===== src/hw/rtl/bmm_pkg.sv =====
// Shared constants, codes and types of the batched matrix multiply unit.
// No dependencies.
package bmm_pkg;

  localparam int unsigned MAX_BATCH = 16;
  localparam int unsigned MAX_ROWS  = 8;
  localparam int unsigned MAX_INNER = 8;
  localparam int unsigned MAX_COLS  = 8;

  localparam int unsigned A_DEPTH = MAX_BATCH * MAX_ROWS * MAX_INNER;
  localparam int unsigned B_DEPTH = MAX_BATCH * MAX_INNER * MAX_COLS;
  localparam int unsigned A_AW    = $clog2(A_DEPTH);
  localparam int unsigned B_AW    = $clog2(B_DEPTH);

  // item fields
  localparam int unsigned FUNC_W  = 2;
  localparam int unsigned BATCH_W = 4;
  localparam int unsigned ROW_W   = 3;
  localparam int unsigned COL_W   = 3;
  localparam int unsigned ELEM_W  = 32;
  localparam int unsigned OUT_W   = 64;

  localparam int unsigned BATCH_LSB = 0;
  localparam int unsigned ROW_LSB   = BATCH_LSB + BATCH_W;
  localparam int unsigned COL_LSB   = ROW_LSB + ROW_W;
  localparam int unsigned VALUE_LSB = COL_LSB + COL_W;
  localparam int unsigned IN_DATA_W = ((VALUE_LSB + ELEM_W + 7) / 8) * 8;

  // configuration
  localparam int unsigned CFG_IDX_W  = 2;
  localparam int unsigned CFG_DATA_W = 32;
  localparam int unsigned NB_W       = 5;
  localparam int unsigned SIZE_W     = 4;

  // arithmetic
  localparam int unsigned PROD_W = 2 * ELEM_W;
  localparam int unsigned ACC_W  = PROD_W + $clog2(MAX_INNER) + 1;
  localparam int unsigned CNT_W  = $clog2(MAX_INNER + 1);

  typedef enum logic [FUNC_W-1:0] {
    FUNC_WR_A = 2'd0,
    FUNC_WR_B = 2'd1,
    FUNC_RD   = 2'd2
  } func_e;

  typedef enum logic [CFG_IDX_W-1:0] {
    CFG_BATCH = 2'd0,
    CFG_ROWS  = 2'd1,
    CFG_INNER = 2'd2,
    CFG_COLS  = 2'd3
  } cfg_reg_e;

  typedef enum logic [2:0] {
    S_IDLE  = 3'b001,
    S_ISSUE = 3'b010,
    S_DRAIN = 3'b100
  } seq_state_e;

  typedef struct packed {
    logic clear;     // zero the accumulator
    logic in_valid;  // operands on the inputs this cycle
  } mac_ctrl_t;

endpackage


===== src/hw/rtl/bmm_mac.sv =====
// Shared multiply-accumulate unit: registered 32x32 product, wide accumulator,
// saturation to signed Q32.32. Depends on bmm_pkg.
module bmm_mac import bmm_pkg::*; (
  input  logic              clk_i,
  input  logic              rst_ni,
  input  mac_ctrl_t         ctrl_i,
  input  logic [ELEM_W-1:0] a_i,
  input  logic [ELEM_W-1:0] b_i,
  output logic              busy_o,
  output logic [OUT_W-1:0]  result_o
);

  logic                     prod_v_q;
  logic signed [PROD_W-1:0] prod_q;
  logic signed [ACC_W-1:0]  acc_q;
  logic [ACC_W-OUT_W:0]     acc_hi;

  always_ff @(posedge clk_i or negedge rst_ni) begin
    if (!rst_ni) begin
      prod_v_q <= 1'b0;
    end else begin
      prod_v_q <= ctrl_i.in_valid;
    end
  end

  always_ff @(posedge clk_i) begin
    if (ctrl_i.in_valid) begin
      prod_q <= $signed(a_i) * $signed(b_i);
    end
    if (ctrl_i.clear) begin
      acc_q <= '0;
    end else if (prod_v_q) begin
      acc_q <= acc_q + {{(ACC_W-PROD_W){prod_q[PROD_W-1]}}, prod_q};
    end
  end

  assign busy_o = prod_v_q;

  // in range when all bits above the Q32.32 sign agree with it
  assign acc_hi = acc_q[ACC_W-1:OUT_W-1];

  always_comb begin
    if ((&acc_hi) || !(|acc_hi)) begin
      result_o = acc_q[OUT_W-1:0];
    end else if (acc_q[ACC_W-1]) begin
      result_o = {1'b1, {(OUT_W-1){1'b0}}};
    end else begin
      result_o = {1'b0, {(OUT_W-1){1'b1}}};
    end
  end

endmodule


===== config.mk =====
export PLATFORM = sky130hd
export DESIGN_NAME = bmm_mac
export DESIGN_NICKNAME = d
export VERILOG_FILES = /design/src/hw/rtl/bmm_pkg.sv /design/src/hw/rtl/bmm_mac.sv
export SDC_FILE = /design/constraint.sdc
export NUM_CORES = 2
export LEC_CHECK = 0
export BUFFER_PORTS_ARGS = -buffer_cell sky130_fd_sc_hd__buf_2
export CORE_MARGIN = 1
export CORE_UTILIZATION = 62
export DETAILED_ROUTE_END_ITERATION = 7
export PLACE_DENSITY = 0.83
export SLEW_MARGIN = 20
export SYNTH_ARGS = -nofsm -noshare
export SYNTH_HDL_FRONTEND = slang
export SYNTH_SLANG_ARGS = --single-unit
export TNS_END_PERCENT = 100

===== constraint.sdc =====
create_clock -name clk_i -period 5.9 [get_ports clk_i]
set_input_delay 1.18 -clock clk_i [delete_from_list [all_inputs] [get_ports clk_i]]
set_output_delay 1.18 -clock clk_i [all_outputs]
set_load 0.005 [all_outputs]

==> After elaboration in Yosys (flattened, before gate mapping) <==
Cells that the tools add are included.
Widths: inputs -> output; s select.
{ "totals": {"register_bits": 133, "latchBits": 0, "mem_bits_rw": 0, "romBits": 0, "inputBits": 68, "output_inout_bits": 65, "elab_cells": 11, "n_memories": 0} }
{ "classes": {"addsub": 1, "n_mul": 1, "div": 0, "n_lt_le_gt_ge": 0, "eq_ne": 0, "shifts": 0, "mux": 2, "n_bitwise": 0, "reduce_logical": 4} }
{ "ops": {"columns": ["operator", "count"], "rows": [
  ["$mux 64", 2],
  ["$add 68x68->68", 1],
  ["$mul 32x32->64", 1],
  ["$reduce_and 5->1", 1],
  ["$reduce_or 5->1", 1],
  ["$logic_not 1->1", 1],
  ["$logic_or 1x1->1", 1]
]} }

==> Logic depth before layout (Yosys ltp) <==
{ "depth": {"word_depth": 4, "mapped_depth": 28, "mapped_depth_nobuf": 27} }

==> Worst setup path after synthesis <==
Ideal clock, no wire load.
{ "synth_path": {"path_kind": "input to register", "start": "input a_i[31]", "end": "register prod_q[57] (data pin)", "setup_ns": 0.258, "t_arrival_ns": 8.290, "t_required_ns": 5.642, "slack_ns": -2.648, "path_stages": 27, "path_buffers": 1, "path_cell_list": "clkbuf_1 -> nand2_1 -> inv_1 -> fa_1 -> inv_1 -> fa_1 -> inv_1 -> fa_1 -> fa_1 -> inv_1 -> fa_1 -> inv_1 -> fa_1 -> inv_1 -> fa_1 -> inv_1 -> fa_1 -> ha_1 -> a211oi_1 -> inv_1 -> a31oi_1 -> o21a_1 -> nand2_1 -> a31o_2 -> a21o_1 -> a21oi_1 -> xnor2_1"} }
{ "synth_via": {"elab_chain_cells": 1} }
{ "synth_rtl": {"columns": ["element", "line", "source"], "rows": [
  ["start: declaration", "bmm_mac.sv:7", "input logic [ELEM_W-1:0] a_i,"],
  ["$mul 32x32->64", "bmm_mac.sv:28", "prod_q <= $signed(a_i) * $signed(b_i);"],
  ["end signal: assignment", "bmm_mac.sv:28", null],
  ["end: declaration", "bmm_mac.sv:14", "logic signed [PROD_W-1:0] prod_q;"]
]} }
No other way between the ends.
A chain may end at the register's enable or synchronous reset.

==> Worst setup path after layout <==
{ "layout_path": {"start": "input a_i[19]", "end": "register prod_q[63] (data pin)"} }
The elaborated chain is that of the path after synthesis.

==> flow_summary.ini <==
[setup_path]
path_class = input port to register
cp_max_fo = 8
cp_common_cell = fa_1
reg2reg_to = acc_q[62]
cp_slowest_stage_delay_ns = 0.56
reg2reg_depth = 14
worstPathBufferInverterCount = 5
worst_ep_required_time_ns = 6.08
timing.rr.start = acc_q[0]
crit_family = adder cells
rrSetupSlack_ns = 1.92
cp.arrival_ns = 8.57
start_kind = input port
crit_slowest_cell = fa_1
cp-end-kind = register

[run_status]
violations = setup timing
status = finished with violations

[route]
antenna_left = 0
vias_per_cell = 5.943
drc = 0
num_vias = 36750
first_pass_iters = 8
wl_per_cell_um = 22.25
wirelength_mm = 137.6
drt_iter0_markers = 3291

[yosys]
yosys_warnings = 0
synth_top_area_share = 0.4848
syn_inst = 4793
ys_seq_area_frac = 0.07397
synthesis.area_sq_mm = 0.04472
synth_edf_count = 64
synthesis.nets = 6195
synth_flop_cell = dfxtp_1
ys_types = 77
async_reset_ff_frac = 0.007519
synthTopCellsByArea = fa_1, inv_1, and2_1
ys_ff_latch = 133
synth_top_area_cell = fa_1
syn_avg_cell_area_sq_um = 9.331

[floorplanning]
ios = 133
fp.dieArea_sq_mm = 0.07321
chipHeight_um = 270.6
coreArea_sq_mm = 0.07149
die_w_um = 270.6
rows = 98
start_util = 0.6256

[layout]
syn_to_final_growth_pct = 18.24
postLayoutCoreUtil = 0.7398
n_antenna_cell = 0
fillers = 4440
drive_gt1_frac = 0.1945
fin_nets = 6622

[global_route]
grt.total_usage = 0.3673
grt_pass1_vias = 40010
gr-total-overflow = 0
antenna_found_initial = 3
grt_pass1_wl_mm = 209.7
grt_start_max_net_pins = 72

[timing]
rsz0062_at_grt = true
setup_viol = 53
worst_pin_slew_ns = 0.8905
maxSlewHeadroom = 0.4063
period_needed_ns = 8.389
fin_ws_ns = -2.489
finalMaxSlewViolations = 0
hold_viol = 0
hold_ws_ns = 0.5075
clock.fmax_ghz = 0.1192
final.period_utilization = 1.422
clock_skew_ns = 0.01061

[placed_design]
dp_hpwl_mm = 105.0
place_congestion = 0.9506
port-buffer-count = 132

[min_path]
hold_class = input port to asynchronous set/reset pin

[cts]
cts_max_path_buffers = 2
cts_root_buf = clkbuf_16
cts.sinks = 133
cts_tree = built
cts-buffers-inserted = 17
htree_levels = 4
clock_latency_ns = 0.44
cts.clk_slew.worst_paths_ns = 0.06

[run]
drv_cap = 0
==> flip-flops by register name, summed over array words and instances, names as in the netlist <==
name	count
acc_q	68
busy_o	1
prod_q	64
==> Yosys cell counts (68+ instances only) <==
| library cell | n |
|---|---|
| a21o_1 | 143 |
| a21oi_1 | 145 |
| and2_1 | 526 |
| clkbuf_1 | 257 |
| dfxtp_1 | 68 |
| fa_1 | 1083 |
| ha_1 | 251 |
| inv_1 | 998 |
| nand2_1 | 567 |
| nor2_1 | 125 |
| o21ai_0 | 72 |
| xnor2_1 | 89 |
==> what timing repair did <==
| item | 4_1_cts | 5_1_grt |
|---|---|---|
| setup endpoints to repair | 55 | 55 |
| pin swaps | 99 | 113 |
| hold buffers | 0 | 0 |
| gates resized for setup | 290 | 160 |
| setup buffers | 59 | 41 |
| gates cloned | 2 | 0 |
==> per-stage QoR <==
step	TNS, ns	worst slack [ns]	area, sq um	std cells
2_1_floorplan	-68.89	-2.121	45700	4793
3_3_place_gp	-107.57	-2.718	49880	6057
3_5_place_dp	-114.19	-2.903	49880	6057
4_1_cts	-76.63	-2.098	52030	6147
5_1_grt	-97.01	-2.636	52880	6183
6_report	-90.62	-2.489	52880	6183
==> cell families (layout without fill, tap and decap cells) <==
group           Yosys count  after routing  synth area share
flops                   133            133           0.07397
xor+xnor                132            132           0.02585
fa+ha+maj              1334           1334            0.5550
compound gates          519            519           0.07744
mux                      41             41          0.009204
buf+inv                1261           1701            0.1059
simple gates           1373           1373            0.1526
==> cells in the final DEF (no fill, tap or decap), types with 28 or more instances in the layout <==
cell type / instances
a21o_1: 143
xnor2_1: 83
fa_2: 73
nand2_1: 540
inv_2: 31
edfxtp_1: 64
buf_12: 47
mux2i_1: 40
ha_1: 220
buf_2: 84
buf_6: 86
and2_1: 494
and2_4: 32
ha_4: 31
xor2_1: 41
nor2_1: 114
inv_1: 964
a21oi_1: 117
buf_4: 429
dfxtp_1: 68
nand3_1: 28
o21ai_0: 50
fa_1: 1010
==> cell type report <==
| class | count | area [sq um] | share of cell area |
|---|---|---|---|
| Inverter | 998 | 3755 | 0.07100 |
| Clock buffer | 17 | 425.4 | 0.008044 |
| Tap cell | 950 | 1189 | 0.02248 |
| Clock inverter | 15 | 192.7 | 0.003644 |
| Multi-Input combinational cell | 3399 | 38040 | 0.7193 |
| Sequential cell | 133 | 3309 | 0.06258 |
| Timing Repair Buffer | 671 | 5973 | 0.1130 |
==> routing by layer <==
| metal | share of wire | vias up | global-route usage |
|---|---|---|---|
| met5 | 0.00039 | - | 0 |
| met4 | 0.065 | 4 | 0.1789 |
| met3 | 0.11 | 703 | 0.08458 |
| met2 | 0.47 | 2378 | 0.5979 |
| met1 | 0.36 | 18410 | 0.4643 |
| li1 | - | 15250 | - |
==> worst max path at each step <==
stage / start / endpoint / slack [ns] / cells past startpoint
2_1_floorplan: a_i[31] / prod_q[57] / -2.12 / 23
3_3_place_gp: b_i[8] / prod_q[56] / -2.72 / 27
3_5_place_dp: b_i[8] / prod_q[63] / -2.90 / 24
4_1_cts: b_i[3] / prod_q[63] / -2.10 / 25
5_1_grt: a_i[18] / prod_q[63] / -2.64 / 27
6_report: a_i[19] / prod_q[63] / -2.49 / 25
==> worst reg2reg max path, cell delays in order (launching register included) <==
cell and delay [ns]:
dfxtp_1 0.42, ha_1 0.25, inv_1 0.07, fa_1 0.42
nor2b_1 0.19, o2111ai_1 0.17, a21o_1 0.23, nand3_1 0.15
a31oi_1 0.16, o41ai_2 0.54, a41o_1 0.34, a41o_1 0.29
a21boi_0 0.14, or4_1 0.42, o311ai_1 0.10
Power is not shown: default switching activity piles up to over one toggle a cycle in this logic, so the estimate is an artifact.
