==> config.mk <==
export PLATFORM = sky130hd
export DESIGN_NAME = bmm_seq
export DESIGN_NICKNAME = d
export VERILOG_FILES = /design/src/hw/rtl/bmm_pkg.sv /design/src/hw/rtl/bmm_seq.sv
export SDC_FILE = /design/constraint.sdc
export NUM_CORES = 1
export LEC_CHECK = 0
export BUFFER_PORTS_ARGS = -buffer_cell sky130_fd_sc_hd__clkbuf_2
export CORE_AREA = 3 3 114 116
export DETAILED_ROUTE_END_ITERATION = 10
export DIE_AREA = 0 0 117 119
export PLACE_DENSITY = 0.76
export SYNTH_ARGS = -nofsm -noshare
export SYNTH_HDL_FRONTEND = slang
export SYNTH_SLANG_ARGS = --single-unit
==> constraint.sdc <==
create_clock -name clk_i -period 2.6 [get_ports clk_i]
set_input_delay 0.13 -clock clk_i [delete_from_list [all_inputs] [get_ports clk_i]]
set_output_delay 0.13 -clock clk_i [all_outputs]
set_load 0.01 [all_outputs]
==> src/hw/rtl/bmm_pkg.sv <==
// Shared constants, codes and types of the batched matrix multiply unit.
// No dependencies.
package bmm_pkg;

  localparam int unsigned MAX_BATCH = 16;
  localparam int unsigned MAX_ROWS  = 8;
  localparam int unsigned MAX_INNER = 8;
  localparam int unsigned MAX_COLS  = 8;

  localparam int unsigned A_DEPTH = MAX_BATCH * MAX_ROWS * MAX_INNER;
  localparam int unsigned B_DEPTH = MAX_BATCH * MAX_INNER * MAX_COLS;
  localparam int unsigned A_AW    = $clog2(A_DEPTH);
  localparam int unsigned B_AW    = $clog2(B_DEPTH);

  // item fields
  localparam int unsigned FUNC_W  = 2;
  localparam int unsigned BATCH_W = 4;
  localparam int unsigned ROW_W   = 3;
  localparam int unsigned COL_W   = 3;
  localparam int unsigned ELEM_W  = 32;
  localparam int unsigned OUT_W   = 64;

  localparam int unsigned BATCH_LSB = 0;
  localparam int unsigned ROW_LSB   = BATCH_LSB + BATCH_W;
  localparam int unsigned COL_LSB   = ROW_LSB + ROW_W;
  localparam int unsigned VALUE_LSB = COL_LSB + COL_W;
  localparam int unsigned IN_DATA_W = ((VALUE_LSB + ELEM_W + 7) / 8) * 8;

  // configuration
  localparam int unsigned CFG_IDX_W  = 2;
  localparam int unsigned CFG_DATA_W = 32;
  localparam int unsigned NB_W       = 5;
  localparam int unsigned SIZE_W     = 4;

  // arithmetic
  localparam int unsigned PROD_W = 2 * ELEM_W;
  localparam int unsigned ACC_W  = PROD_W + $clog2(MAX_INNER) + 1;
  localparam int unsigned CNT_W  = $clog2(MAX_INNER + 1);

  typedef enum logic [FUNC_W-1:0] {
    FUNC_WR_A = 2'd0,
    FUNC_WR_B = 2'd1,
    FUNC_RD   = 2'd2
  } func_e;

  typedef enum logic [CFG_IDX_W-1:0] {
    CFG_BATCH = 2'd0,
    CFG_ROWS  = 2'd1,
    CFG_INNER = 2'd2,
    CFG_COLS  = 2'd3
  } cfg_reg_e;

  typedef enum logic [2:0] {
    S_IDLE  = 3'b001,
    S_ISSUE = 3'b010,
    S_DRAIN = 3'b100
  } seq_state_e;

  typedef struct packed {
    logic clear;     // zero the accumulator
    logic in_valid;  // operands on the inputs this cycle
  } mac_ctrl_t;

endpackage

==> src/hw/rtl/bmm_seq.sv <==
// Sequencer: size registers, index checks, store addressing, the inner-term
// walk and the output register. Depends on bmm_pkg.
module bmm_seq import bmm_pkg::*; (
  input  logic                  clk_i,
  input  logic                  rst_ni,
  input  logic                  s_axis_tvalid_i,
  output logic                  s_axis_tready_o,
  input  logic [IN_DATA_W-1:0]  s_axis_tdata_i,
  input  logic [FUNC_W-1:0]     s_axis_tuser_i,
  output logic                  m_axis_tvalid_o,
  input  logic                  m_axis_tready_i,
  output logic [OUT_W-1:0]      m_axis_tdata_o,
  output logic                  m_axis_tuser_o,
  input  logic                  cfg_valid_i,
  output logic                  cfg_ready_o,
  input  logic [CFG_IDX_W-1:0]  cfg_index_i,
  input  logic [CFG_DATA_W-1:0] cfg_data_i,
  output logic                  a_we_o,
  output logic [A_AW-1:0]       a_waddr_o,
  output logic [A_AW-1:0]       a_raddr_o,
  output logic                  b_we_o,
  output logic [B_AW-1:0]       b_waddr_o,
  output logic [B_AW-1:0]       b_raddr_o,
  output logic [ELEM_W-1:0]     wdata_o,
  output mac_ctrl_t             mac_ctrl_o,
  input  logic                  mac_busy_i,
  input  logic [OUT_W-1:0]      mac_result_i
);

  seq_state_e state_q, state_d;

  logic [NB_W-1:0]   batch_cnt_q;
  logic [SIZE_W-1:0] rows_q, inner_q, cols_q;
  logic [SIZE_W-1:0] q_eff;

  func_e              in_func;
  logic [BATCH_W-1:0] in_batch;
  logic [ROW_W-1:0]   in_row;
  logic [COL_W-1:0]   in_col;

  logic [BATCH_W-1:0] item_batch_q;
  logic [ROW_W-1:0]   item_row_q;
  logic [COL_W-1:0]   item_col_q;
  logic [CNT_W-1:0]   l_q, l_d;
  logic               rd_v_q;

  logic b_ok, row_lt_p, row_lt_q, col_lt_q, col_lt_r, item_ok;
  logic accept, good_read, out_free, last_term, done;

  logic             out_valid_q;
  logic [OUT_W-1:0] out_data_q;
  logic             out_status_q;

  assign in_func  = func_e'(s_axis_tuser_i);
  assign in_batch = s_axis_tdata_i[BATCH_LSB +: BATCH_W];
  assign in_row   = s_axis_tdata_i[ROW_LSB +: ROW_W];
  assign in_col   = s_axis_tdata_i[COL_LSB +: COL_W];
  assign wdata_o  = s_axis_tdata_i[VALUE_LSB +: ELEM_W];

  // size registers
  assign cfg_ready_o = 1'b1;

  always_ff @(posedge clk_i or negedge rst_ni) begin
    if (!rst_ni) begin
      batch_cnt_q <= NB_W'(16);
      rows_q      <= SIZE_W'(8);
      inner_q     <= SIZE_W'(8);
      cols_q      <= SIZE_W'(8);
    end else if (cfg_valid_i) begin
      case (cfg_reg_e'(cfg_index_i))
        CFG_BATCH: batch_cnt_q <= cfg_data_i[NB_W-1:0];
        CFG_ROWS:  rows_q      <= cfg_data_i[SIZE_W-1:0];
        CFG_INNER: inner_q     <= cfg_data_i[SIZE_W-1:0];
        CFG_COLS:  cols_q      <= cfg_data_i[SIZE_W-1:0];
        default:   ;
      endcase
    end
  end

  // idx < min(reg, cap) split into two compares
  assign b_ok     = ({1'b0, in_batch} < batch_cnt_q) && (int'(in_batch) < MAX_BATCH);
  assign row_lt_p = ({1'b0, in_row} < rows_q)  && (int'(in_row) < MAX_ROWS);
  assign row_lt_q = ({1'b0, in_row} < inner_q) && (int'(in_row) < MAX_INNER);
  assign col_lt_q = ({1'b0, in_col} < inner_q) && (int'(in_col) < MAX_INNER);
  assign col_lt_r = ({1'b0, in_col} < cols_q)  && (int'(in_col) < MAX_COLS);

  always_comb begin
    case (in_func)
      FUNC_WR_A: item_ok = b_ok && row_lt_p && col_lt_q;
      FUNC_WR_B: item_ok = b_ok && row_lt_q && col_lt_r;
      FUNC_RD:   item_ok = b_ok && row_lt_p && col_lt_r;
      default:   item_ok = 1'b0;
    endcase
  end

  assign q_eff = (int'(inner_q) > MAX_INNER) ? SIZE_W'(MAX_INNER) : inner_q;

  assign out_free        = !out_valid_q || m_axis_tready_i;
  assign s_axis_tready_o = (state_q == S_IDLE) && out_free;
  assign accept          = s_axis_tvalid_i && s_axis_tready_o;
  assign good_read       = accept && (in_func == FUNC_RD) && item_ok;

  // writes go straight to the stores in the transfer cycle
  assign a_we_o    = accept && (in_func == FUNC_WR_A) && item_ok;
  assign b_we_o    = accept && (in_func == FUNC_WR_B) && item_ok;
  assign a_waddr_o = A_AW'((int'(in_batch) * MAX_ROWS + int'(in_row)) * MAX_INNER
                           + int'(in_col));
  assign b_waddr_o = B_AW'((int'(in_batch) * MAX_INNER + int'(in_row)) * MAX_COLS
                           + int'(in_col));

  assign a_raddr_o = A_AW'((int'(item_batch_q) * MAX_ROWS + int'(item_row_q)) * MAX_INNER
                           + int'(l_q));
  assign b_raddr_o = B_AW'((int'(item_batch_q) * MAX_INNER + int'(l_q)) * MAX_COLS
                           + int'(item_col_q));

  assign last_term = (int'(l_q) + 1) >= int'(q_eff);

  always_comb begin
    state_d = state_q;
    l_d     = l_q;
    done    = 1'b0;
    case (state_q)
      S_IDLE: begin
        if (good_read) begin
          l_d     = '0;
          state_d = (q_eff == '0) ? S_DRAIN : S_ISSUE;
        end
      end
      S_ISSUE: begin
        l_d = l_q + 1'b1;
        if (last_term) begin
          state_d = S_DRAIN;
        end
      end
      S_DRAIN: begin
        // wait for the last product to land in the accumulator
        if (!rd_v_q && !mac_busy_i && out_free) begin
          done    = 1'b1;
          state_d = S_IDLE;
        end
      end
      default: state_d = S_IDLE;
    endcase
  end

  always_ff @(posedge clk_i or negedge rst_ni) begin
    if (!rst_ni) begin
      state_q <= S_IDLE;
      l_q     <= '0;
      rd_v_q  <= 1'b0;
    end else begin
      state_q <= state_d;
      l_q     <= l_d;
      rd_v_q  <= (state_q == S_ISSUE);
    end
  end

  always_ff @(posedge clk_i) begin
    if (good_read) begin
      item_batch_q <= in_batch;
      item_row_q   <= in_row;
      item_col_q   <= in_col;
    end
  end

  assign mac_ctrl_o.clear    = good_read;
  assign mac_ctrl_o.in_valid = rd_v_q;

  // output register
  always_ff @(posedge clk_i or negedge rst_ni) begin
    if (!rst_ni) begin
      out_valid_q <= 1'b0;
    end else if ((accept && !good_read) || done) begin
      out_valid_q <= 1'b1;
    end else if (m_axis_tready_i) begin
      out_valid_q <= 1'b0;
    end
  end

  always_ff @(posedge clk_i) begin
    if (accept && !good_read) begin
      out_data_q   <= '0;
      out_status_q <= !item_ok;
    end else if (done) begin
      out_data_q   <= mac_result_i;
      out_status_q <= 1'b0;
    end
  end

  assign m_axis_tvalid_o = out_valid_q;
  assign m_axis_tdata_o  = out_data_q;
  assign m_axis_tuser_o  = out_status_q;

endmodule

Word-level counts from Yosys, hierarchy flattened
Index checks and enable logic that the tools add are counted.
{"block": "word_totals", "in_bits": 154, "regBits": 101, "elab_cells": 89}
{"block": "op_classes", "addsub": 8, "n_lt_le_gt_ge": 7, "n_reduce_logical": 35, "eq_ne": 11, "mux": 15}
{"cell": "$add 10x3->10", "n": 2}
{"cell": "$logic_and 1x1->1", "n": 16}
{"cell": "$lt 3x4->1", "n": 4}
{"cell": "$add 7x3->7", "n": 2}
{"cell": "$mux 3", "n": 4}
{"cell": "$add 10x4->10", "n": 1}
{"cell": "$reduce_and 2->1", "n": 5}
{"cell": "$pmux 3 s3", "n": 1}
{"cell": "$mux 4", "n": 2}
{"cell": "$pmux 4 s2", "n": 1}
{"cell": "$add 7x4->7", "n": 1}
{"cell": "$eq 2x2->1 const B", "n": 3}
{"cell": "$mux 1", "n": 6}
{"cell": "$ne 2x2->1 const B", "n": 3}
{"cell": "$reduce_bool 2->1", "n": 3}
{"cell": "$add 4x1->5 const B", "n": 1}
{"cell": "$ge 5x4->1", "n": 1}
{"cell": "$logic_not 1->1", "n": 5}
{"cell": "$lt 4x5->1", "n": 1}
{"cell": "$add 4x1->4 const B", "n": 1}
{"cell": "$eq 2x1->1 const B", "n": 2}
{"cell": "$gt 4x4->1 const B", "n": 1}
{"cell": "$logic_not 2->1", "n": 2}
{"cell": "$logic_not 4->1", "n": 1}
{"cell": "other kinds (6)", "n": 7}

Longest topological paths before layout
Gate-level depths: netlist of run 1.
{"block": "depth", "ltp_word": 10, "ltp_mapped": 9, "ltp_nobuf": 8}

Worst setup path before layout of run 1
OpenSTA, ideal clock, no wires.
{"block": "synth_timing", "kind": "flip-flop to flip-flop", "startpoint": "register state_q[0]", "endpoint": "register item_batch_q[0], enable pin", "t_arrival_ps": 1657, "path_slack_ps": 594, "period_less_slack_ps": 2006, "path_stages_with_launch": 6, "n_path_buf": 2, "setup_ps": 348, "cell_sequence": "dfstp_2 > nor3b_1 > and3_1 > clkbuf_1 > buf_2 > and4b_1"}
{"block": "synth_via", "elab_chain_cells": 5}
{"element": "start: declaration", "line": "bmm_seq.sv:30", "text": "seq_state_e state_q, state_d;"}
{"element": "start signal: assignment", "line": "bmm_seq.sv:152", "text": "state_q <= state_d;"}
{"element": "$eq 3x1->1", "line": "bmm_seq.sv:99", "text": "assign s_axis_tready_o = (state_q == S_IDLE) && out_free;"}
{"element": "$logic_and 1x1->1", "line": "bmm_seq.sv:99"}
{"element": "$logic_and 1x1->1", "line": "bmm_seq.sv:100", "text": "assign accept = s_axis_tvalid_i && s_axis_tready_o;"}
{"element": "$logic_and 1x1->1 (2 in series)", "line": "bmm_seq.sv:101", "text": "assign good_read = accept && (in_func == FUNC_RD) && item_ok;"}
{"element": "net good_read", "line": "bmm_seq.sv:48", "text": "logic accept, good_read, out_free, last_term, done;"}
{"element": "end signal: assignment", "line": "bmm_seq.sv:160", "text": "item_batch_q <= in_batch;"}
{"element": "end: declaration", "line": "bmm_seq.sv:41", "text": "logic [BATCH_W-1:0] item_batch_q;"}
The timed path passes the listed nets, and every way through them passes these cells.
A chain may end at the register's enable or synchronous reset.

==> results of run 1 <==
-- state kept, by name, indices dropped and copies added (netlist names), 3 cells and up --
| register | flops |
|---|---|
| rows_q | 4 |
| inner_q | 4 |
| cols_q | 4 |
| batch_cnt_q | 5 |
| state_q | 3 |
| item_row_q | 3 |
| item_col_q | 3 |
| m_axis_tdata_o | 64 |
| l_q | 4 |
| item_batch_q | 4 |
-- cell usage after synthesis, types with 3 or more instances --
library cell  number  area share
nor2b_1            5      0.0063
buf_4             61       0.092
nor2_1            12      0.0090
clkbuf_1           7      0.0053
dfrtp_1           21        0.11
xnor2_1            5      0.0088
buf_2              7      0.0070
xor2_1             3      0.0053
nand3_1            8      0.0080
nand2b_1           7      0.0088
a21o_1             3      0.0045
edfxtp_1          11       0.066
dfxtp_1           64        0.26
dfstp_2            5       0.026
nand3b_1           3      0.0045
mux2_2            13       0.029
a21oi_1           65       0.065
mux2i_1           65        0.13
inv_1             14       0.011
buf_6              7       0.016
nand2_1           16       0.012
a211oi_1           3      0.0045
o21ai_0           16       0.016
ha_1              20       0.050
-- worst max-delay path by stage --
| stage | start | endpoint | cells past startpoint |
|---|---|---|---|
| after detailed placement | rows_q[1] | item_col_q[0] | 5 |
| after global routing | state_q[0] | a_we_o | 5 |
| after floorplan | state_q[0] | item_batch_q[0] | 5 |
| after CTS | rows_q[1] | mac_ctrl_o[1] | 6 |
| final | rows_q[1] | mac_ctrl_o[1] | 6 |
| after global placement | rows_q[1] | item_row_q[1] | 5 |
-- tightest hold or removal path: stages --
cell	delay, ns
clkbuf_2	0.09
nand2_1	0.05
o21ai_0	0.07
-- metrics by stage --
step,utilization,instances
after global routing,0.494,754
after floorplan,-,471
final,0.494,754
after detailed placement,0.469,737
after CTS,0.494,754
after global placement,0.469,737
-- power breakdown --
part / internal (uW) / switching, uW
Sequential: 1680 / 99.9
Clock: 712 / 601
Combinational: 372 / 454
-- per-layer routing --
metal | part of all wire | routed length [um] | vias to the layer above
met1 | 0.40 | 4610 | 1796
li1 | - | - | 1861
met4 | 0.014 | 159 | 0
met2 | 0.51 | 5880 | 175
met5 | 0 | 0 | -
met3 | 0.082 | 957 | 16
-- area by class of cell --
cell class	instances	area, sq um	share of cell area
well taps	147	184	0.0310
repair buffers	203	1050	0.178
multi-input cells	273	2080	0.351
clock inverters	6	40.0	0.00675
clock buffers	10	250	0.0422
flip-flops and latches	101	2270	0.382
inverters	14	52.6	0.00886
-- kinds of logic (layout without fill, tap and decap cells) --
kind of cell               count (synthesis)  count (layout)
AOI/OAI and AO/OA                        102             102
DFF                                      101             101
buffers and inverters                     97             233
muxes                                     78              78
and+or+nand+nor                           64              64
adders and majority gates                 20              20
xor gates and xnor gates                   8               8
other                                      1               1
-- what timing repair did --
action	4_1_cts	5_1_grt
hold buffers	1	0
endpoints found under the hold margin	21	0
buffers inserted	0	0
gates resized for setup	0	1
setup endpoints to repair	0	1
==> flow_summary.toml, run 1 <==
[timing]
tightest_slew_ns = 0.700
period_share = 0.927
hold_ws_ns = 0.0204
rsz0062_at_grt = "no"
fin_skew_ns = 0.00537
fin_ws_ns = 0.189
slew_headroom = 0.533
timing.final.hold_violations = 0
min_period_ns = 2.41
maxSlewViolCount = 0
max_freq_mhz = 415
fin_setup_tns_ns = 0
setup_viol = 0

[power]
power_uw = 3920
powerDensity_nw_per_um2 = 660
peakVddDrop_uv = 271
leakage_uw = 0.00321

[cts]
cts_tree = "done"
htreeDepth = 3
clk_pin_slew_worst_paths_ns = 0.07
cts_sinks = 101
clockBufferDepth = 2
numCtsBuffers = 9
insertion_delay_ns = 0.34
root_buffer = "clkbuf_16"

[yosys]
synth_simple_gate_area_frac = 0.0692
netlist_instances = 471
synth_flop_cell = "dfxtp_1"
synth_compound_area_frac = 0.121
synth_adder_area_share = 0.0501
ys_seq_elements = 101
yosys_warnings = 0
synthMuxAreaShare = 0.160
synth_xor_area_frac = 0.0140
synth_area_sq_um = 4990
synth-edff-count = 11
async_flop_share = 0.257
ys_types = 48
syn_nets = 645
avgSynthCellArea_sq_um = 10.6
yosysSeqAreaShare = 0.454
synth_top_family_by_area = "multiplexers"

[floorplanning]
coreArea_sq_um = 12000
pin_count = 298
die_x_um = 117
die_height_um = 119
initial_core_util = 0.416
dieArea_sq_um = 13900
rows = 40

[setup_path]
critical_path.top_delay_family = "compound AO/OA/AOI/OAI gates"
r2r_cells = 7
crit_chain = "inv_1 > ha_1 > a2111oi_4 > o22ai_1 > and4b_2 > clkbuf_2"
reg2reg_from = "rows_q[1]"
path_max_fanout = 11
r2r_slack_ns = 0.53
crit_path_start_kind = "register"
end_kind = "output pin"
cp_data_arrival_time_ns = 2.28
cpMaxStageDelayCell = "and4b_2"
critPathRequiredTime_ns = 2.47
worstSetupPathType = "reg -> out"
r2r_end = "m_axis_tdata_o[42]"
critical_path_buf_inv_count = 2
cpPeakStageDelay_ns = 0.49

[outcome]
status = "complete, no violations"

[detailed_routing]
vias_per_cell = 5.10
drc = 0
drt_wl_total_mm = 11.6
first_iter_violations = 155
drt.antenna.violating_nets = 0
num_vias = 3848
dr.pass1.iters = 4
wl_per_cell_um = 15.4

[global_routing]
use_met2 = 0.286
globalRoute.busiestLayer = "met2"
grt_pass1_wl_mm = 18.8
grt_pass1_vias = 3884
use_met3 = 0.0493
grtUsageTotal = 0.167
grt_util_met1 = 0.197
grt_max_degree = 65
antenna_found_initial = 0
grt.overflow.total = 0

[layout]
finalInstanceArea_sq_um = 5930
nets = 776
layout_commonest_cell = "clkbuf_2"
drive_gt1_frac = 0.412
final_cell_mix = "clkbuf_2, a21oi_1, mux2i_1"
nFillCells = 1091
diodes = 0
area_growth_pct = 18.9

[placement]
postPlaceCellArea_sq_um = 5630
pre_cts_slack_ns = 0.416
portBuffers = 199
dp_hpwl_mm = 8.82
globalplace.congestion = 0.898

[min_path]
hold_path_class = "in -> reg"
hp-start = "cfg_data_i[4]"
holdPathEnd = "batch_cnt_q[4]"
hold_path_depth = 3

[run]
drv_cap = 0
Power figures use the tool's default switching activity.
==> run 2, diff against run 1 <==
--- a/config.mk
+++ b/config.mk
@@ -6,10 +6,11 @@
 export NUM_CORES = 1
 export LEC_CHECK = 0
 export BUFFER_PORTS_ARGS = -buffer_cell sky130_fd_sc_hd__clkbuf_2
-export CORE_AREA = 3 3 114 116
+export CORE_AREA = 3 3 113 115
+export CTS_BUF_LIST = sky130_fd_sc_hd__clkbuf_4
 export DETAILED_ROUTE_END_ITERATION = 10
-export DIE_AREA = 0 0 117 119
-export PLACE_DENSITY = 0.76
+export DIE_AREA = 0 0 116 118
+export PLACE_DENSITY = 0.77
 export SYNTH_ARGS = -nofsm -noshare
 export SYNTH_HDL_FRONTEND = slang
 export SYNTH_SLANG_ARGS = --single-unit
==> run 2 against run 1 <==
Effect of this change: via count grew 14%; power fell by 4.5%; routed wire length grew 24%; flip-flop and latch count is the same; sequential power about the same; combinational power rose by 12%; critical path type unchanged.
==> flow_summary.toml, run 2 (synthesized netlist as in run 1, its figures left out) <==
[outcome]
status = "complete, no violations"

[detailed_routing]
drt_wl_total_mm = 14.3
dr.pass1.iters = 5
vias_per_cell = 5.24
wl_per_cell_um = 17.1
num_vias = 4389
first_iter_violations = 162
drc = 0
drt.antenna.violating_nets = 0

[layout]
layout_commonest_cell = "clkbuf_2"
finalInstanceArea_sq_um = 6640
area_growth_pct = 33.0
largest_reg_flops = 64
diodes = 0
final_util = 0.557
nFillCells = 1004
nets = 860
final_cell_mix = "clkbuf_2, dlygate4sd3_1, a21oi_1, mux2i_1, dfxtp_1"
register_area_sq_um = 2270
fin_cells = 838
drive_gt1_frac = 0.366
multi_input_area_sq_um = 2090

[power]
leakage_uw = 0.00350
peakVddDrop_uv = 291
powerDensity_nw_per_um2 = 564

[timing]
fin_skew_ns = 0.0220
fin_ws_ns = 0.167
slew_headroom = 0.548
maxSlewViolCount = 0
period_share = 0.936
min_period_ns = 2.43
timing.final.hold_violations = 0
max_freq_mhz = 411
setup_viol = 0
fin_setup_tns_ns = 0
tightest_slew_ns = 0.679
rsz0062_at_grt = "yes"

[floorplanning]
die_height_um = 118
coreArea_sq_um = 11900
die_x_um = 116
pin_count = 298
initial_core_util = 0.419
dieArea_sq_um = 13700
rows = 40

[placement]
pre_cts_slack_ns = 0.411
globalplace.congestion = 0.853
dp_hpwl_mm = 9.18
postPlaceCellArea_sq_um = 5620
placed_cells = 739
portBuffers = 199

[setup_path]
crit_path_start_kind = "register"
path_max_fanout = 5
end_kind = "output pin"
critPathRequiredTime_ns = 2.47
worstSetupPathType = "reg -> out"
r2r_slack_ns = 0.39
cp_data_arrival_time_ns = 2.30

[global_routing]
grt_pass1_wl_mm = 22.6
grt.overflow.total = 0
antenna_found_initial = 0
grt_max_degree = 65
grtUsageTotal = 0.209
grt_pass1_vias = 4619

[cts]
cts_sinks = 101
htreeDepth = 3
root_buffer = "clkbuf_4"
numCtsBuffers = 9
clockBufferDepth = 2
clk_pin_slew_worst_paths_ns = 0.15
insertion_delay_ns = 0.46
cts_tree = "done"

[min_path]
hold_path_class = "in -> reg"

[run]
drv_cap = 0
[run 2: cell count changes in the layout (fill, tap and decap cells not counted), moves of 2 or more]
cell	before	now
clkbuf_4	0	9
buf_12	2	0
inv_4	3	1
buf_4	1	7
clkbuf_16	10	0
clkinv_1	0	2
dlygate4sd3_1	1	81
bufinv_16	0	3
[run 2: power breakdown]
part           internal (uW)  leakage [uW]  switching [uW]
sequential              1680      0.000925             106
clock                    484     0.0000955             542
combinational            449       0.00248             479
[run 2: timing repair]
action,CTS,global route
endpoints found under the hold margin,113,0
gates resized for setup,1,2
hold buffers,81,0
buffers inserted,0,2
setup endpoints to repair,1,2
[run 2: final cells by class]
type / instances / share of cell area
sequential: 101 / 0.342
multi-input combinational: 273 / 0.315
tap: 147 / 0.0277
clock inverter: 7 / 0.0170
timing repair buffer: 287 / 0.280
clock buffer: 9 / 0.0102
inverter: 14 / 0.00792
[run 2: per-stage QoR]
stage / total power (uW) / hold slack, ns
after detailed placement: 2640 / 0.180
after global placement: 2590 / 0.173
after floorplan: 2460 / -0.166
after CTS: 3750 / 0.00722
after global routing: 3950 / 0.0527
final: 3740 / 0.0490
[run 2: per-layer routing]
| layer | track usage | vias to the layer above | share of wire |
|---|---|---|---|
| li1 | - | 2028 | - |
| met1 | 0.219 | 2089 | 0.36 |
| met2 | 0.377 | 218 | 0.53 |
| met3 | 0.0607 | 54 | 0.072 |
| met4 | 0.0921 | 0 | 0.039 |
| met5 | 0 | - | 0 |
[run 2: final timing paths]
| check | cells after the start | from | to |
|---|---|---|---|
| worst max register to register | 7 | rows_q[1] | m_axis_tdata_o[15] |
| min in group asynchronous | 2 | rst_ni | m_axis_tvalid_o |
| worst max-delay path | 6 | batch_cnt_q[1] | a_we_o |
| worst min register to register | 1 | rows_q[2] | rows_q[2] |
| worst min-delay path | 4 | cfg_index_i[0] | batch_cnt_q[4] |
| max in group asynchronous | 2 | rst_ni | rows_q[2] |
[run 2: critical path, stage by stage, from the launching register on]
cell and delay (ns):
dfrtp_1 0.40, inv_1 0.08, ha_1 0.24, a211oi_1 0.29
o221ai_1 0.33, nor4_1 0.33, clkbuf_2 0.20
==> run 3, diff against run 2 <==
--- a/config.mk
+++ b/config.mk
@@ -6,11 +6,11 @@
 export NUM_CORES = 1
 export LEC_CHECK = 0
 export BUFFER_PORTS_ARGS = -buffer_cell sky130_fd_sc_hd__clkbuf_2
-export CORE_AREA = 3 3 113 115
+export CORE_MARGIN = 3
+export CORE_UTILIZATION = 40
 export CTS_BUF_LIST = sky130_fd_sc_hd__clkbuf_4
 export DETAILED_ROUTE_END_ITERATION = 10
-export DIE_AREA = 0 0 116 118
-export PLACE_DENSITY = 0.77
+export PLACE_DENSITY = 0.75
 export SYNTH_ARGS = -nofsm -noshare
 export SYNTH_HDL_FRONTEND = slang
 export SYNTH_SLANG_ARGS = --single-unit
==> run 3 against run 2 <==
Effect of this change: sequential power hardly changed; non-clock buffer count rose by 2; global-route usage decreased by 1.8 points; largest power group unchanged; highest routed layer unchanged; final area about the same; combinational power is 1% higher; worst setup slack gained 0.0074 ns; clock power decreased by 23%; register-to-register slack gained 0.05 ns; core utilization fell by 0.88 points.
==> flow_summary.toml, run 3 (synthesized netlist as in run 1, its figures left out) <==
[layout]
largest_reg_flops = 64
layout_commonest_cell = "clkbuf_2"
diodes = 0
area_growth_pct = 33.1
drive_gt1_frac = 0.375
final_cell_mix = "clkbuf_2, dlygate4sd3_1, a21oi_1, mux2i_1, dfxtp_1"
nFillCells = 1038
finalInstanceArea_sq_um = 6640
nets = 862

[floorplanning]
die_x_um = 118
initial_core_util = 0.412
die_height_um = 118
rows = 40
dieArea_sq_um = 13900
coreArea_sq_um = 12100
pin_count = 298

[detailed_routing]
vias_per_cell = 4.96
drt_wl_total_mm = 13.6
drt.antenna.violating_nets = 0
first_iter_violations = 160
wl_per_cell_um = 15.7
drc = 0
dr.pass1.iters = 4
num_vias = 4270

[timing]
setup_viol = 0
period_share = 0.933
rsz0062_at_grt = "no"
timing.final.hold_violations = 0
tightest_slew_ns = 1.09
maxSlewViolCount = 0
fin_skew_ns = 0.0175
fin_setup_tns_ns = 0
max_freq_mhz = 412
min_period_ns = 2.43
slew_headroom = 0.271

[setup_path]
r2r_cells = 7
critical_path_buf_inv_count = 2
end_kind = "output pin"
cp_data_arrival_time_ns = 2.30
worstSetupPathType = "reg -> out"
path_depth = 7
cpMaxStageDelayCell = "dfrtp_1"
cpPeakStageDelay_ns = 0.40
crit_path_start_kind = "register"
critPathRequiredTime_ns = 2.47
path_max_fanout = 5
critical_path.top_delay_family = "simple AND/OR/NAND/NOR gates"
crit_chain = "inv_1 > ha_1 > o21ai_0 > nand2b_1 > o221ai_1 > nor4_2 > clkbuf_2"

[power]
internal_power_uw = 2360
pwr-share-comb = 0.267
powerDensity_nw_per_um2 = 529
seqPwrFrac = 0.508
leakage_uw = 0.00349
switching_power_uw = 1150
clock_power_share = 0.225
power_switching_share = 0.329
peakVddDrop_uv = 309

[cts]
htreeDepth = 3
clk_pin_slew_worst_paths_ns = 0.17
insertion_delay_ns = 0.45
cts_sinks = 101
clockBufferDepth = 2
root_buffer = "clkbuf_4"
cts_tree = "done"
numCtsBuffers = 9

[global_routing]
grtUsageTotal = 0.191
antenna_found_initial = 0
grt_pass1_wl_mm = 21.7
grt_max_degree = 67
grt_pass1_vias = 4352
grt.overflow.total = 0

[placement]
globalplace.congestion = 0.872
dp_hpwl_mm = 9.07
portBuffers = 199
postPlaceCellArea_sq_um = 5640

[min_path]
hold_path_class = "in -> reg"
hold_path_depth = 4

[run]
drv_cap = 0

[outcome]
status = "complete, no violations"
[run 3: changes by cell type in the layout (fill, tap and decap cells not counted), sizes merged]
cell / delta
bufinv: -3
inv: +3
buf: +3
dlygate4sd3: -1
[run 3: power groups by stage]
stage                     logic [uW]  clock network (uW)  registers, uW
after floorplan                  674                   0           1780
after global placement           782                   0           1810
after detailed placement         817                   0           1820
after CTS                        923                 827           1780
after global routing            1030                 880           1800
final                            938                 788           1780
[run 3: layer usage]
layer | GRT usage | wire length, um | vias up
li1 | - | - | 2024
met1 | 0.211 | 5130 | 2030
met2 | 0.348 | 7120 | 181
met3 | 0.0543 | 964 | 35
met4 | 0.0659 | 334 | 0
met5 | 0 | 0 | -
[run 3: per-stage QoR]
stage / utilization / hold slack, ns / worst slack, ns / instances / power [uW]
floorplan: - / -0.166 / 0.594 / 471 / 2460
global placement: 0.466 / 0.172 / 0.384 / 759 / 2590
detailed placement: 0.466 / 0.188 / 0.420 / 759 / 2630
CTS: 0.544 / 0.0187 / 0.0220 / 857 / 3530
global route: 0.548 / 0.0210 / 0.0247 / 861 / 3710
finish: 0.548 / 0.0533 / 0.175 / 861 / 3510
[run 3: area by class of cell]
cell class,instances,area (sq um),area share
Clock buffer,9,67.6,0.0102
Timing Repair Buffer,289,1870,0.282
Tap cell,168,210,0.0317
Multi-Input combinational cell,273,2110,0.317
Sequential cell,101,2270,0.342
Inverter,14,52.6,0.00791
Clock inverter,7,63.8,0.00961
[run 3: final timing paths]
check | endpoint | slack [ns] | startpoint
min | batch_cnt_q[1] | 0.05 | cfg_index_i[1]
max in group asynchronous | batch_cnt_q[3] | 1.92 | rst_ni
max | a_we_o | 0.17 | batch_cnt_q[2]
max reg2reg | m_axis_tdata_o[23] | 0.44 | rows_q[1]
min in group asynchronous | rows_q[1] | 0.24 | rst_ni
min reg2reg | cols_q[1] | 0.54 | cols_q[1]
[run 3: repair_timing]
item	CTS	global route
hold buffers	80	0
endpoints found under the setup margin	2	2
setup buffers	2	4
hold endpoints to repair	112	0
resized for setup	2	4
pin swaps	1	0
[run 3: worst register-to-register path: stages (launching register included)]
cell,delay (ns)
dfrtp_1,0.39
inv_1,0.05
ha_1,0.30
a2111oi_4,0.38
o221ai_2,0.22
a21o_2,0.25
buf_4,0.27
a21oi_1,0.23
